<file path="src/sv/fsq_pkg.sv">
// Shared types and constants for the searchable FIFO queue.
// No dependencies; every other file of the block imports this package.
package fsq_pkg;

   localparam int QUEUE_DEPTH = 16;
   localparam int ADDR_W      = (QUEUE_DEPTH > 1) ? $clog2(QUEUE_DEPTH) : 1;
   localparam int CNT_W       = $clog2(QUEUE_DEPTH + 1);
   localparam int DATA_W      = 32;
   localparam int COUNT_W     = 5;

   typedef enum logic [1:0] {
      OP_PUSH   = 2'd0,
      OP_POP    = 2'd1,
      OP_FIND   = 2'd2,
      OP_REMOVE = 2'd3
   } opcode_type;

   typedef enum logic [1:0] {
      STATUS_OK        = 2'd0,
      STATUS_EMPTY     = 2'd1,
      STATUS_FULL      = 2'd2,
      STATUS_NOT_FOUND = 2'd3
   } status_type;

   typedef struct packed {
      opcode_type                opcode;
      logic signed [DATA_W-1:0]  item_value;
   } req_type;

   typedef struct packed {
      logic signed [DATA_W-1:0]  result_value;
      status_type                status;
      logic [COUNT_W-1:0]        entry_count;
   } rsp_type;

   // One write and one read access to the entry memory per cycle.
   typedef struct packed {
      logic                      we;
      logic [ADDR_W-1:0]         waddr;
      logic signed [DATA_W-1:0]  wdata;
      logic [ADDR_W-1:0]         raddr;
   } ram_req_type;

   typedef struct packed {
      logic                      valid;
      rsp_type                   rsp;
   } done_type;

   // Step a circular-buffer address by one place.
   function automatic logic [ADDR_W-1:0] next_addr(input logic [ADDR_W-1:0] a);
      logic [ADDR_W-1:0] r;
      if (a == ADDR_W'(QUEUE_DEPTH - 1)) begin
         r = '0;
      end else begin
         r = a + ADDR_W'(1);
      end
      return r;
   endfunction

endpackage

</file>
<file path="src/sv/fsq_ram.sv">
// Entry memory of the queue: one write port, one read port, registered read.
// Depends on fsq_pkg for depth, widths and the access struct.
module fsq_ram
   import fsq_pkg::*;
(
   input  logic                     clock,
   input  ram_req_type              ram_req,
   output logic signed [DATA_W-1:0] rdata
);

   logic signed [DATA_W-1:0] mem [QUEUE_DEPTH];
   logic signed [DATA_W-1:0] rdata_ff;

   always_ff @(posedge clock) begin
      if (ram_req.we) begin
         mem[ram_req.waddr] <= ram_req.wdata;
      end
   end

   always_ff @(posedge clock) begin
      rdata_ff <= mem[ram_req.raddr];
   end

   assign rdata = rdata_ff;

endmodule

</file>
<file path="src/sv/fsq_ctrl.sv">
// Operation sequencer: head/count bookkeeping, linear search and compaction.
// Depends on fsq_pkg; drives the fsq_ram access port.
module fsq_ctrl
   import fsq_pkg::*;
(
   input  logic                     clock,
   input  logic                     reset,
   input  logic                     req_valid,
   output logic                     req_ready,
   input  req_type                  req_data,
   input  logic                     out_free,
   input  logic signed [DATA_W-1:0] rdata,
   output ram_req_type              ram_req,
   output done_type                 done
);

   typedef enum logic [4:0] {
      S_IDLE  = 5'b00001,
      S_POPRD = 5'b00010,
      S_SCAN  = 5'b00100,
      S_SHIFT = 5'b01000,
      S_RESP  = 5'b10000
   } state_type;

   state_type                state_ff, state_in;
   logic [ADDR_W-1:0]        hd_ff, hd_in;
   logic [CNT_W-1:0]         cnt_ff, cnt_in;
   logic [ADDR_W-1:0]        idx_ff, idx_in;
   logic [ADDR_W-1:0]        pa_ff, pa_in;
   logic [ADDR_W-1:0]        wa_ff, wa_in;
   logic signed [DATA_W-1:0] key_ff, key_in;
   opcode_type               op_ff, op_in;
   rsp_type                  res_ff, res_in;

   logic [ADDR_W:0]          tsum;
   logic [ADDR_W-1:0]        tail;
   logic [CNT_W-1:0]         cnt_dec;
   logic                     last;
   logic [ADDR_W-1:0]        pa_next;

   // Physical tail = (head + count) wrapped once.
   assign tsum    = {1'b0, hd_ff} + (ADDR_W+1)'(cnt_ff);
   assign tail    = (tsum >= (ADDR_W+1)'(QUEUE_DEPTH)) ?
                    ADDR_W'(tsum - (ADDR_W+1)'(QUEUE_DEPTH)) : ADDR_W'(tsum);
   assign cnt_dec = cnt_ff - CNT_W'(1);
   assign last    = (CNT_W'(idx_ff) == cnt_dec);
   assign pa_next = next_addr(pa_ff);

   assign req_ready = (state_ff == S_IDLE);

   always_comb begin
      state_in      = state_ff;
      hd_in         = hd_ff;
      cnt_in        = cnt_ff;
      idx_in        = idx_ff;
      pa_in         = pa_ff;
      wa_in         = wa_ff;
      key_in        = key_ff;
      op_in         = op_ff;
      res_in        = res_ff;
      ram_req.we    = 1'b0;
      ram_req.waddr = wa_ff;
      ram_req.wdata = rdata;
      ram_req.raddr = pa_ff;
      done.valid    = 1'b0;
      done.rsp      = res_ff;

      unique case (state_ff)
         S_IDLE: begin
            if (req_valid) begin
               key_in              = req_data.item_value;
               op_in               = req_data.opcode;
               res_in.result_value = '0;
               res_in.status       = STATUS_OK;
               res_in.entry_count  = COUNT_W'(cnt_ff);
               unique case (req_data.opcode)
                  OP_PUSH: begin
                     if (cnt_ff == CNT_W'(QUEUE_DEPTH)) begin
                        res_in.status = STATUS_FULL;
                     end else begin
                        ram_req.we         = 1'b1;
                        ram_req.waddr      = tail;
                        ram_req.wdata      = req_data.item_value;
                        cnt_in             = cnt_ff + CNT_W'(1);
                        res_in.entry_count = COUNT_W'(cnt_ff + CNT_W'(1));
                     end
                     state_in = S_RESP;
                  end
                  OP_POP: begin
                     if (cnt_ff == '0) begin
                        res_in.status = STATUS_EMPTY;
                        state_in      = S_RESP;
                     end else begin
                        ram_req.raddr = hd_ff;
                        state_in      = S_POPRD;
                     end
                  end
                  OP_FIND, OP_REMOVE: begin
                     if (cnt_ff == '0) begin
                        res_in.status = STATUS_NOT_FOUND;
                        state_in      = S_RESP;
                     end else begin
                        ram_req.raddr = hd_ff;
                        pa_in         = hd_ff;
                        idx_in        = '0;
                        state_in      = S_SCAN;
                     end
                  end
                  default: begin
                     state_in = S_IDLE;
                  end
               endcase
            end
         end

         S_POPRD: begin
            res_in.result_value = rdata;
            res_in.entry_count  = COUNT_W'(cnt_dec);
            cnt_in              = cnt_dec;
            hd_in               = next_addr(hd_ff);
            state_in            = S_RESP;
         end

         S_SCAN: begin
            // rdata holds the entry at logical index idx_ff
            if (rdata == key_ff) begin
               if (op_ff == OP_FIND) begin
                  state_in = S_RESP;
               end else if (last) begin
                  cnt_in             = cnt_dec;
                  res_in.entry_count = COUNT_W'(cnt_dec);
                  state_in           = S_RESP;
               end else begin
                  // close the gap: each later entry moves up one place
                  wa_in         = pa_ff;
                  pa_in         = pa_next;
                  ram_req.raddr = pa_next;
                  idx_in        = idx_ff + ADDR_W'(1);
                  state_in      = S_SHIFT;
               end
            end else if (last) begin
               res_in.status = STATUS_NOT_FOUND;
               state_in      = S_RESP;
            end else begin
               pa_in         = pa_next;
               ram_req.raddr = pa_next;
               idx_in        = idx_ff + ADDR_W'(1);
            end
         end

         S_SHIFT: begin
            ram_req.we    = 1'b1;
            ram_req.waddr = wa_ff;
            ram_req.wdata = rdata;
            if (last) begin
               cnt_in             = cnt_dec;
               res_in.entry_count = COUNT_W'(cnt_dec);
               state_in           = S_RESP;
            end else begin
               wa_in         = pa_ff;
               pa_in         = pa_next;
               ram_req.raddr = pa_next;
               idx_in        = idx_ff + ADDR_W'(1);
            end
         end

         S_RESP: begin
            // hold until the output register can take the transfer
            done.valid = out_free;
            if (out_free) begin
               state_in = S_IDLE;
            end
         end

         default: begin
            state_in = S_IDLE;
         end
      endcase
   end

   always_ff @(posedge clock) begin
      if (reset) begin
         state_ff <= S_IDLE;
         hd_ff    <= '0;
         cnt_ff   <= '0;
      end else begin
         state_ff <= state_in;
         hd_ff    <= hd_in;
         cnt_ff   <= cnt_in;
      end
   end

   always_ff @(posedge clock) begin
      idx_ff <= idx_in;
      pa_ff  <= pa_in;
      wa_ff  <= wa_in;
      key_ff <= key_in;
      op_ff  <= op_in;
      res_ff <= res_in;
   end

endmodule

</file>
<file path="src/sv/searchable_fifo_queue.sv">
// Searchable FIFO queue of 32-bit signed values held in a circular buffer in one
// synchronous RAM. Push writes the tail entry and then responds; pop reads the head entry
// and then responds, or goes straight to the response state on an empty queue. Find and
// remove read one entry per cycle through the single RAM read port. A find stops at its
// first match. A remove then rewrites every later entry one place nearer the head. One
// operation is in flight at a time; its result sits in an output register so the next
// request is taken while it waits.
// Depends on fsq_pkg, fsq_ctrl and fsq_ram.
module searchable_fifo_queue
   import fsq_pkg::*;
(
   input  logic    clock,
   input  logic    reset,
   input  logic    req_valid,
   output logic    req_ready,
   input  req_type req_data,
   output logic    rsp_valid,
   input  logic    rsp_ready,
   output rsp_type rsp_data
);

   ram_req_type              ram_req;
   logic signed [DATA_W-1:0] rdata;
   done_type                 done;
   logic                     out_free;
   logic                     rsp_valid_ff, rsp_valid_in;
   rsp_type                  rsp_data_ff, rsp_data_in;

   assign out_free = !rsp_valid_ff || rsp_ready;

   fsq_ctrl u_ctrl (
      .clock     (clock),
      .reset     (reset),
      .req_valid (req_valid),
      .req_ready (req_ready),
      .req_data  (req_data),
      .out_free  (out_free),
      .rdata     (rdata),
      .ram_req   (ram_req),
      .done      (done)
   );

   fsq_ram u_ram (
      .clock   (clock),
      .ram_req (ram_req),
      .rdata   (rdata)
   );

   always_comb begin
      rsp_valid_in = rsp_valid_ff;
      rsp_data_in  = rsp_data_ff;
      if (done.valid) begin
         rsp_valid_in = 1'b1;
         rsp_data_in  = done.rsp;
      end else if (rsp_ready) begin
         rsp_valid_in = 1'b0;
      end
   end

   always_ff @(posedge clock) begin
      if (reset) begin
         rsp_valid_ff <= 1'b0;
      end else begin
         rsp_valid_ff <= rsp_valid_in;
      end
   end

   always_ff @(posedge clock) begin
      rsp_data_ff <= rsp_data_in;
   end

   assign rsp_valid = rsp_valid_ff;
   assign rsp_data  = rsp_data_ff;

   a_done_needs_slot: assert property (@(posedge clock) disable iff (reset)
      done.valid |-> out_free)
      else $error("result produced while output register still occupied");

   a_one_in_flight: assert property (@(posedge clock) disable iff (reset)
      (req_valid && req_ready) |=> !req_ready)
      else $error("request taken while an operation is in flight");

   a_full_count: assert property (@(posedge clock) disable iff (reset)
      (rsp_valid && rsp_data.status == STATUS_FULL) |->
         rsp_data.entry_count == COUNT_W'(QUEUE_DEPTH))
      else $error("full status with a count other than the depth");

   a_empty_zero: assert property (@(posedge clock) disable iff (reset)
      (rsp_valid && rsp_data.status == STATUS_EMPTY) |->
         (rsp_data.entry_count == '0 && rsp_data.result_value == '0))
      else $error("empty status with nonzero count or value");

endmodule
</file>
<file path="config.mk">
export PLATFORM = sky130hd
export DESIGN_NAME = searchable_fifo_queue
export DESIGN_NICKNAME = d
export VERILOG_FILES = /design/src/sv/fsq_pkg.sv /design/src/sv/fsq_ram.sv /design/src/sv/fsq_ctrl.sv /design/src/sv/searchable_fifo_queue.sv
export SDC_FILE = /design/constraint.sdc
export NUM_CORES = 1
export LEC_CHECK = 0
export BUFFER_PORTS_ARGS = -buffer_cell sky130_fd_sc_hd__buf_4
export CAP_MARGIN = 20
export CORE_MARGIN = 2
export CORE_UTILIZATION = 50
export CTS_CLUSTER_DIAMETER = 120
export DETAILED_ROUTE_END_ITERATION = 16
export PLACE_DENSITY = 0.66
export SETUP_SLACK_MARGIN = 0.3
export SYNTH_ARGS = -nofsm -noshare
export SYNTH_HDL_FRONTEND = slang
export SYNTH_SLANG_ARGS = --single-unit
export TNS_END_PERCENT = 5
</file>
<file path="constraint.sdc">
create_clock -name clock -period 4.7 [get_ports clock]
set_input_delay 0.47 -clock clock [delete_from_list [all_inputs] [get_ports clock]]
set_output_delay 0.47 -clock clock [all_outputs]
set_load 0.005 [all_outputs]
</file>
==> results.sh, run 1 <==
export IMPL_crit_fanout=48
export IMPL_tns_ns=0
export IMPL_clockRootBuffer="clkbuf_16"
export IMPL_yosys_warnings=0
export IMPL_status="completed"
export IMPL_ys_seq_area_share_pct=72.6
export IMPL_max_slew_margin_pct=30.3
export IMPL_dp_hpwl_mm=35.4
export IMPL_finalSetupViolations=0
export IMPL_final_cell_mix="edfxtp_1 (636), mux2i_1 (232), a21oi_1 (142)"
export IMPL_post_route_min_period_ns=4.12
export IMPL_grt_overflow_total=0
export IMPL_netlist_cell_type_count=63
export IMPL_synth_avg_cell_area_um2=16.0
export IMPL_io_pins=79
export IMPL_use_met3_pct=3.79
export IMPL_synth_largest_area_cell="edfxtp_1"
export IMPL_syn_inst=1729
export IMPL_hold_class="in2reg"
export IMPL_synthesis_area_um2=27600
export IMPL_dieWidth_um=239
export IMPL_grt_use_met1_pct=29.9
export IMPL_drcViolationCount=0
export IMPL_clk_latency_ns=0.62
export IMPL_vias_per_cell=5.80
export IMPL_crit_type="reg2reg"
export IMPL_worst_setup_path_start_kind="flip-flop"
export IMPL_die_area_um2=57100
export IMPL_synth_edff_count=636
export IMPL_synth_nets=1776
export IMPL_top_usage_layer="met2"
export IMPL_first_iter_violations=1342
export IMPL_die_h_um=239
export IMPL_clock_sinks=683
export IMPL_crit_path_end_kind="flip-flop"
export IMPL_path_clk_slew_ns=0.06
export IMPL_p_leak_uw=0.0110
export IMPL_synth_top_family_by_area="multiplexers"
export IMPL_start_util_pct=50.3
export IMPL_ys_seq_elements=683
export IMPL_layout_drive_gt1_share_pct=16.0
export IMPL_pre_cts_ws_ns=0.321
export IMPL_ant_nets=0
export IMPL_vias=15100
export IMPL_yosys_area_top_type_share_pct=69.2
export IMPL_grt_pass1_wl_mm=92.3
export IMPL_post_cts_buffers=0
export IMPL_rows=86
export IMPL_worstMarginPinSlew_ns=1.04
export IMPL_post_drt_wl_per_cell_um=24.2
export IMPL_report_final_slew_viol_count=0
export IMPL_synthMuxAreaShare_pct=9.87
export IMPL_grt_antenna_before_repair=2
export IMPL_htree_levels=3
export IMPL_ys_top_cells_by_area="edfxtp_1 (69%), mux2i_1 (8.4%), a22oi_1 (3.5%), dfxtp_1 (3.4%), nand2b_1 (3.0%)"
export IMPL_r2r_slack_ns=0.58
export IMPL_hold_viol=0
export IMPL_io_buffers=78
export IMPL_synth_xor_area_share_pct=1.55
export IMPL_synth_main_ff_cell="edfxtp_1"
export IMPL_firstDrtPassIters=5
export IMPL_power_density_nw_per_um2=562
export IMPL_final_common_cell="edfxtp_1"
export IMPL_required_ns=5.19
export IMPL_final_nets=1878
export IMPL_postCtsHoldBufs=0
export IMPL_met2_usage_pct=36.1
export IMPL_finalClockSkew_ns=0.0224
export IMPL_rsz0062_at_grt="false"
export IMPL_synthArstFlopShare_pct=0
export IMPL_setup_slack_ns=0.583
export IMPL_synth_compound_area_share_pct=7.43
export IMPL_grt_max_degree=121
export IMPL_syn2layout_area_growth_pct=14.8
export IMPL_max_freq_mhz=243
export IMPL_peakVddDrop_uv=344
export IMPL_clockBufferDepth=3
export IMPL_cts_resized=1
export IMPL_yosys_area_share_simple_pct=6.09
export IMPL_max_cap_violations=0
export IMPL_cp_arrival_ns=4.61
export IMPL_place_gp_congestion=0.843
export IMPL_core_area_um2=54900
export IMPL_cts_tree="yes"
export IMPL_totalWireLength_mm=62.7
export IMPL_grt_usage_pct=22.1
export IMPL_synthAdderAreaFrac_pct=0.435
export IMPL_grt_pass1_vias=14700
export IMPL_min_period_over_period_pct=87.6
export IMPL_power_uw=17800
export IMPL_cts_made_buffers=72
## cell usage after synthesis, types with 33 or more instances
| library cell | count |
|---|---|
| a21oi_1 | 142 |
| a22oi_1 | 129 |
| and2_1 | 34 |
| buf_2 | 33 |
| clkbuf_1 | 36 |
| dfxtp_1 | 47 |
| edfxtp_1 | 636 |
| mux2_2 | 35 |
| mux2i_1 | 233 |
| nand2b_1 | 133 |
| nor2_1 | 44 |
| xnor2_1 | 40 |
## layer usage
layer,up-vias,wire [µm]
li1,6860,-
met1,7590,26800
met2,502,30400
met3,105,3750
met4,0,1690
met5,-,0
## logic make-up after synthesis
family / after synthesis
compound gates: 317
xor+xnor: 49
fa+ha+maj: 9
buf+inv: 106
flops: 683
mux: 268
simple gates: 297
## area by class of cell
| type | instances | area [µm²] |
|---|---|---|
| Inverter | 8 | 30.0 |
| Clock buffer | 95 | 1980 |
| Multi-Input combinational cell | 940 | 7180 |
| Clock inverter | 37 | 380 |
| Timing Repair Buffer | 126 | 1210 |
| Fill cell | 4158 | 23200 |
| Antenna cell | 1 | 2.50 |
| Tap cell | 704 | 881 |
| Sequential cell | 683 | 20000 |
## registers in the layout, summed over array words and instances, names as in the netlist
name and count:
rsp_data 39, rsp_valid 1, u_ctrl.cnt_ff 5, u_ctrl.done 39
u_ctrl.hd_ff 4, u_ctrl.idx_ff 4, u_ctrl.key_ff 32, u_ctrl.op_ff 2
u_ctrl.pa_ff 4, u_ctrl.state_ff 5, u_ctrl.wa_ff 4, u_ram.mem 512
u_ram.rdata 32
## critical path, cell delays in order (launching register included)
cell	delay, ns
edfxtp_1	0.39
xnor2_1	0.54
nand4_1	0.37
nor4_2	0.57
and2_1	0.32
a31oi_1	0.16
a21oi_4	0.21
buf_4	0.22
buf_4	0.49
mux2i_1	0.30
a22oi_1	0.12
mux2i_1	0.19
mux2i_1	0.10
## through the flow
step	area [µm²]	hold slack, ns	utilization [%]	instances
floorplan	27600	0.400	-	1729
global placement	29300	0.401	53.4	2460
detailed placement	29300	0.405	53.4	2460
CTS	31700	0.00903	57.7	2592
global route	31700	0.0279	57.8	2593
finish	31700	0.0403	57.8	2594
## report_power, final
part / switching (µW) / internal (µW) / total (µW)
clock network: 2310 / 3310 / 5620
registers: 290 / 7910 / 8200
logic: 2530 / 1450 / 3980
total: 5130 / 12700 / 17800
## path summary, 6_finish.rpt
kind                                        start           endpoint  cells after the start
worst max-delay path            u_ctrl.key_ff[29]     u_ram.rdata[4]                     12
worst min-delay path                 req_data[28]  u_ctrl.key_ff[28]                      1
worst max register to register  u_ctrl.key_ff[29]     u_ram.rdata[4]                     12
worst min register to register     u_ctrl.done[3]        rsp_data[3]                      0
(Power assumes the default switching activity.)
==> run 2, diff against run 1 <==
- CELL_PAD_IN_SITES_DETAIL_PLACEMENT: not set -> 1
- CELL_PAD_IN_SITES_GLOBAL_PLACEMENT: not set -> 1
- CORE_ASPECT_RATIO: not set -> 0.6
- PLACE_DENSITY: 0.66 -> not set
- PLACE_DENSITY_LB_ADDON: not set -> 0.1
==> run 2 against run 1 <==
Register-to-register slack better by 0.05 ns. Cell area down 1.0%. Clock-buffer cell count down 4. Cell count down 0.35%. Via count up 2.1%. Sequential power up 0.6%. First-iteration DRC count up 17%. Global-route usage up 2.6 points. Utilization about the same. Combinational power up 5%. Critical path type unchanged.
==> results.sh, run 2 (synthesis results as in run 1) <==
export IMPL_postCtsHoldBufs=0
export IMPL_vias_per_cell=5.95
export IMPL_grt_max_degree=107
export IMPL_htree_levels=2
export IMPL_hold_depth=1
export IMPL_place_gp_congestion=0.789
export IMPL_firstDrtPassIters=5
export IMPL_crit_type="reg2reg"
export IMPL_start_util_pct=50.8
export IMPL_clockRootBuffer="clkbuf_16"
export IMPL_worstRegToRegCells=11
export IMPL_finalClockSkew_ns=0.0277
export IMPL_layout_drive_gt1_share_pct=15.4
export IMPL_dp_hpwl_mm=39.1
export IMPL_finalSetupViolations=0
export IMPL_status="completed"
export IMPL_cts_tree="yes"
export IMPL_report_final_slew_viol_count=0
export IMPL_largest_reg_flops=512
export IMPL_clock_sinks=683
export IMPL_path_clk_slew_ns=0.07
export IMPL_die_area_um2=57200
export IMPL_dieWidth_um=307
export IMPL_final_nets=1868
export IMPL_first_iter_violations=1571
export IMPL_required_ns=5.19
export IMPL_worst_setup_path_start_kind="flip-flop"
export IMPL_grt_pass1_vias=15500
export IMPL_io_pins=79
export IMPL_top_register="u_ram.mem"
export IMPL_cp_top_family="simple AND/OR/NAND/NOR gates"
export IMPL_io_buffers=78
export IMPL_clk_latency_ns=0.62
export IMPL_grt_pass1_wl_mm=103
export IMPL_worstMarginPinSlew_ns=1.12
export IMPL_ant_nets=0
export IMPL_peakVddDrop_uv=351
export IMPL_max_freq_mhz=246
export IMPL_tns_ns=0
export IMPL_clockBufferDepth=3
export IMPL_grt_usage_pct=24.7
export IMPL_rsz0062_at_grt="false"
export IMPL_vias=15400
export IMPL_hold_class="in2reg"
export IMPL_max_cap_violations=0
export IMPL_die_h_um=186
export IMPL_post_route_min_period_ns=4.07
export IMPL_post_drt_wl_per_cell_um=27.1
export IMPL_multiInputGateArea_um2=7180
export IMPL_cp_arrival_ns=4.56
export IMPL_final_cell_mix="edfxtp_1 (636), mux2i_1 (232), a21oi_1 (142)"
export IMPL_p_leak_uw=0.0109
export IMPL_cts_made_buffers=61
export IMPL_max_slew_margin_pct=25.4
export IMPL_cpPeakStageDelay_ns=0.52
export IMPL_syn2layout_area_growth_pct=13.6
export IMPL_path_depth=11
export IMPL_cp_num_buf_inv=1
export IMPL_core_area_um2=54300
export IMPL_grt_antenna_before_repair=0
export IMPL_crit_path_end_kind="flip-flop"
export IMPL_grt_overflow_total=0
export IMPL_path_cells="xnor2_1 -> nand4_1 -> nor4_2 -> and2_1 -> nand2_1 -> o21ai_0 -> o2bb2ai_1 -> o21bai_4 -> buf_4 -> mux2i_1 -> mux2i_1"
export IMPL_rows=66
export IMPL_crit_fanout=20
export IMPL_drcViolationCount=0
export IMPL_fin_util_pct=57.7
export IMPL_min_period_over_period_pct=86.6
export IMPL_insertedDiodeCount=0
export IMPL_final_common_cell="edfxtp_1"
export IMPL_power_density_nw_per_um2=556
export IMPL_cp_slowest_cell="nor4_2"
export IMPL_totalWireLength_mm=70.0
export IMPL_hold_viol=0
export IMPL_fill_cells=4958
export IMPL_seqCellArea_um2=20000
export IMPL_cp_common_cell="mux2i_1"
[run 2: cell types whose count changed in the layout (fill, tap and decap cells not counted), sizes merged]
| cell | previous run | this run |
|---|---|---|
| bufinv | 6 | 5 |
| clkinv | 27 | 15 |
| diode | 1 | 0 |
| inv | 11 | 9 |
| clkbuf | 95 | 91 |
| buf | 126 | 127 |
[run 2: timing repair]
action | CTS | global route
gates resized for setup | 0 | 1
endpoints found under the setup margin | 0 | 11
hold endpoints to repair | 0 | 0
setup buffers | 0 | 0
[run 2: final cells by class]
class                      instances  share of cell area (%)
clock buffer                      91                    5.55
clock inverter                    22                   0.798
inverter                           8                  0.0957
multi-input combinational        940                    22.9
sequential                       683                    63.9
tap                              714                    2.85
timing repair buffer             127                    3.96
[run 2: final timing paths]
check	slack [ns]	end	start
min reg2reg	0.42	rsp_data[1]	u_ctrl.done[1]
max	0.63	u_ram.rdata[22]	u_ctrl.key_ff[29]
min	0.03	u_ctrl.key_ff[21]	req_data[21]
max reg2reg	0.63	u_ram.rdata[22]	u_ctrl.key_ff[29]
[run 2: stage by stage]
step	cells	instance area (µm²)	worst slack (ns)	hold WS, ns	power [µW]
5_1_grt	2585	31400	0.454	0.00810	18100
6_report	2585	31400	0.631	0.0336	17400
2_1_floorplan	1729	27600	0.758	0.400	11000
4_1_cts	2584	31400	0.473	0.00619	17500
3_3_place_gp	2471	29400	0.613	0.401	12300
3_5_place_dp	2471	29400	0.522	0.405	12500
[run 2: routing by layer]
metal	GRT usage (%)	up-vias	wire, µm	share of wire (%)
met2	38.3	440	31300	45
met1	37.2	8011	33500	48
met3	3.93	94	4020	5.7
met5	0	-	0	0
li1	-	6829	-	-
met4	4.70	0	1110	1.6
[run 2: where the power goes]
group	internal (µW)	total, µW	switching [µW]
Sequential	7910	8250	341
Clock	2830	5040	2210
Combinational	1470	4160	2690
==> run 3, diff against run 2 <==
- BUFFER_PORTS_ARGS: -buffer_cell sky130_fd_sc_hd__buf_4 -> not set
- DONT_BUFFER_PORTS: not set -> 1
- MAX_ROUTING_LAYER: not set -> met4
==> run 3 against run 2 <==
Clock power is 2% lower. Clock-buffer cell count is 16 lower. Setup slack better by 0.13 ns. Die area stayed put. Critical path depth stayed put. Maximum frequency is 3.3% higher. Cell area is 0.91% lower.
==> results.sh, run 3 (synthesis results as in run 1) <==
export IMPL_syn2layout_area_growth_pct=12.6
export IMPL_fill_cells=4943
export IMPL_p_leak_uw=0.0106
export IMPL_cp_slowest_cell="nor4_1"
export IMPL_ant_nets=0
export IMPL_crit_type="reg2reg"
export IMPL_totalWireLength_mm=69.7
export IMPL_final_nets=1824
export IMPL_grt_pass1_wl_mm=103
export IMPL_crit_path_end_kind="flip-flop"
export IMPL_final_common_cell="edfxtp_1"
export IMPL_clk_latency_ns=0.64
export IMPL_tns_ns=0
export IMPL_post_drt_wl_per_cell_um=27.4
export IMPL_firstDrtPassIters=5
export IMPL_die_h_um=186
export IMPL_grt_usage_pct=25.5
export IMPL_max_slew_margin_pct=29.4
export IMPL_whs_ns=0.0841
export IMPL_vias=15000
export IMPL_dp_hpwl_mm=38.2
export IMPL_status="completed"
export IMPL_worstMarginPinSlew_ns=1.06
export IMPL_power_density_nw_per_um2=554
export IMPL_die_area_um2=57200
export IMPL_io_pins=79
export IMPL_first_iter_violations=1510
export IMPL_post_cts_buffers=0
export IMPL_max_cap_violations=0
export IMPL_cpPeakStageDelay_ns=0.60
export IMPL_largest_reg_flops=512
export IMPL_peakVddDrop_uv=353
export IMPL_grt_overflow_total=0
export IMPL_clockBufferDepth=3
export IMPL_place_gp_congestion=0.791
export IMPL_start_util_pct=50.8
export IMPL_cp_num_buf_inv=1
export IMPL_worst_setup_path_start_kind="flip-flop"
export IMPL_setup_slack_ns=0.760
export IMPL_core_area_um2=54300
export IMPL_fin_util_pct=57.2
export IMPL_grt_antenna_before_repair=2
export IMPL_top_register="u_ram.mem"
export IMPL_hold_viol=0
export IMPL_post_route_min_period_ns=3.94
export IMPL_pre_cts_ws_ns=0.708
export IMPL_crit_fanout=22
export IMPL_clock_sinks=683
export IMPL_vias_per_cell=5.89
export IMPL_path_cells="xnor2_1 -> nand4_1 -> nor4_1 -> and2_1 -> nand2_1 -> o21ai_0 -> o2bb2ai_1 -> o21bai_4 -> buf_12 -> mux2i_1 -> mux2i_1"
export IMPL_layout_drive_gt1_share_pct=11.3
export IMPL_hold_class="in2reg"
export IMPL_min_period_over_period_pct=83.8
export IMPL_clockRootBuffer="clkbuf_16"
export IMPL_cp_top_family="simple AND/OR/NAND/NOR gates"
export IMPL_final_cell_mix="edfxtp_1 (636), mux2i_1 (232), a21oi_1 (142)"
export IMPL_required_ns=5.21
export IMPL_max_freq_mhz=254
export IMPL_finalClockSkew_ns=0.0123
export IMPL_report_final_slew_viol_count=0
export IMPL_cts_made_buffers=61
export IMPL_grt_max_degree=96
export IMPL_finalSetupViolations=0
export IMPL_drcViolationCount=0
export IMPL_cts_tree="yes"
export IMPL_cp_common_cell="mux2i_1"
export IMPL_rsz0062_at_grt="false"
export IMPL_htree_levels=2
export IMPL_dieWidth_um=307
export IMPL_grt_pass1_vias=15200
export IMPL_rows=66
export IMPL_path_clk_slew_ns=0.07
export IMPL_cp_arrival_ns=4.45
export IMPL_io_buffers=0
-- run 3: changes by cell type in the layout (fill, tap and decap cells not counted), moves of 5 or more --
cell / before / now
clkinv_2: 10 / 15
dlygate4sd3_1: 0 / 35
clkinv_1: 4 / 16
buf_4: 104 / 23
clkbuf_8: 8 / 1
clkbuf_1: 21 / 13
-- run 3: power breakdown --
part | switching (µW) | total [µW] | internal (µW)
combinational | 2620 | 4050 | 1430
clock | 2220 | 4940 | 2720
sequential | 324 | 8230 | 7910
total | 5170 | 17200 | 12100
-- run 3: final timing paths --
| path | startpoint | end | cells after the start | slack, ns |
|---|---|---|---|---|
| hold reg to reg | u_ctrl.done[36] | rsp_data[36] | 0 | 0.42 |
| setup reg to reg | u_ram.rdata[24] | u_ram.rdata[29] | 11 | 0.76 |
| setup / recovery | u_ram.rdata[24] | u_ram.rdata[29] | 11 | 0.76 |
| hold / removal | req_valid | u_ctrl.state_ff[0] | 2 | 0.08 |
-- run 3: per-layer routing --
layer	track usage, %	wire, µm	up-vias
met5	-	0	-
met4	5.83	1310	0
met3	4.20	3650	100
met2	38.2	31300	326
met1	36.8	33500	7802
li1	-	-	6755
-- run 3: repair_timing --
item / in CTS / in global routing
endpoints found under the hold margin: 49 / 0
resized for setup: 0 / 0
hold buffers: 35 / 0
-- run 3: metrics by stage --
step                instance area, µm²  total power, µW  cells
floorplan                        27600            11000   1729
global placement                 28800            12200   2392
detailed placement               28800            12400   2392
CTS                              31100            17300   2540
global route                     31100            17900   2542
finish                           31100            17200   2542
-- run 3: final cells by class --
type / instances / area [µm²] / area share [%]
Inverter: 8 / 30.0 / 0.0966
Clock inverter: 38 / 335 / 1.08
Sequential cell: 683 / 20000 / 64.5
Multi-Input combinational cell: 940 / 7180 / 23.1
Antenna cell: 1 / 2.50 / 0.00805
Tap cell: 714 / 893 / 2.87
Clock buffer: 75 / 1590 / 5.11
Timing Repair Buffer: 83 / 1020 / 3.29
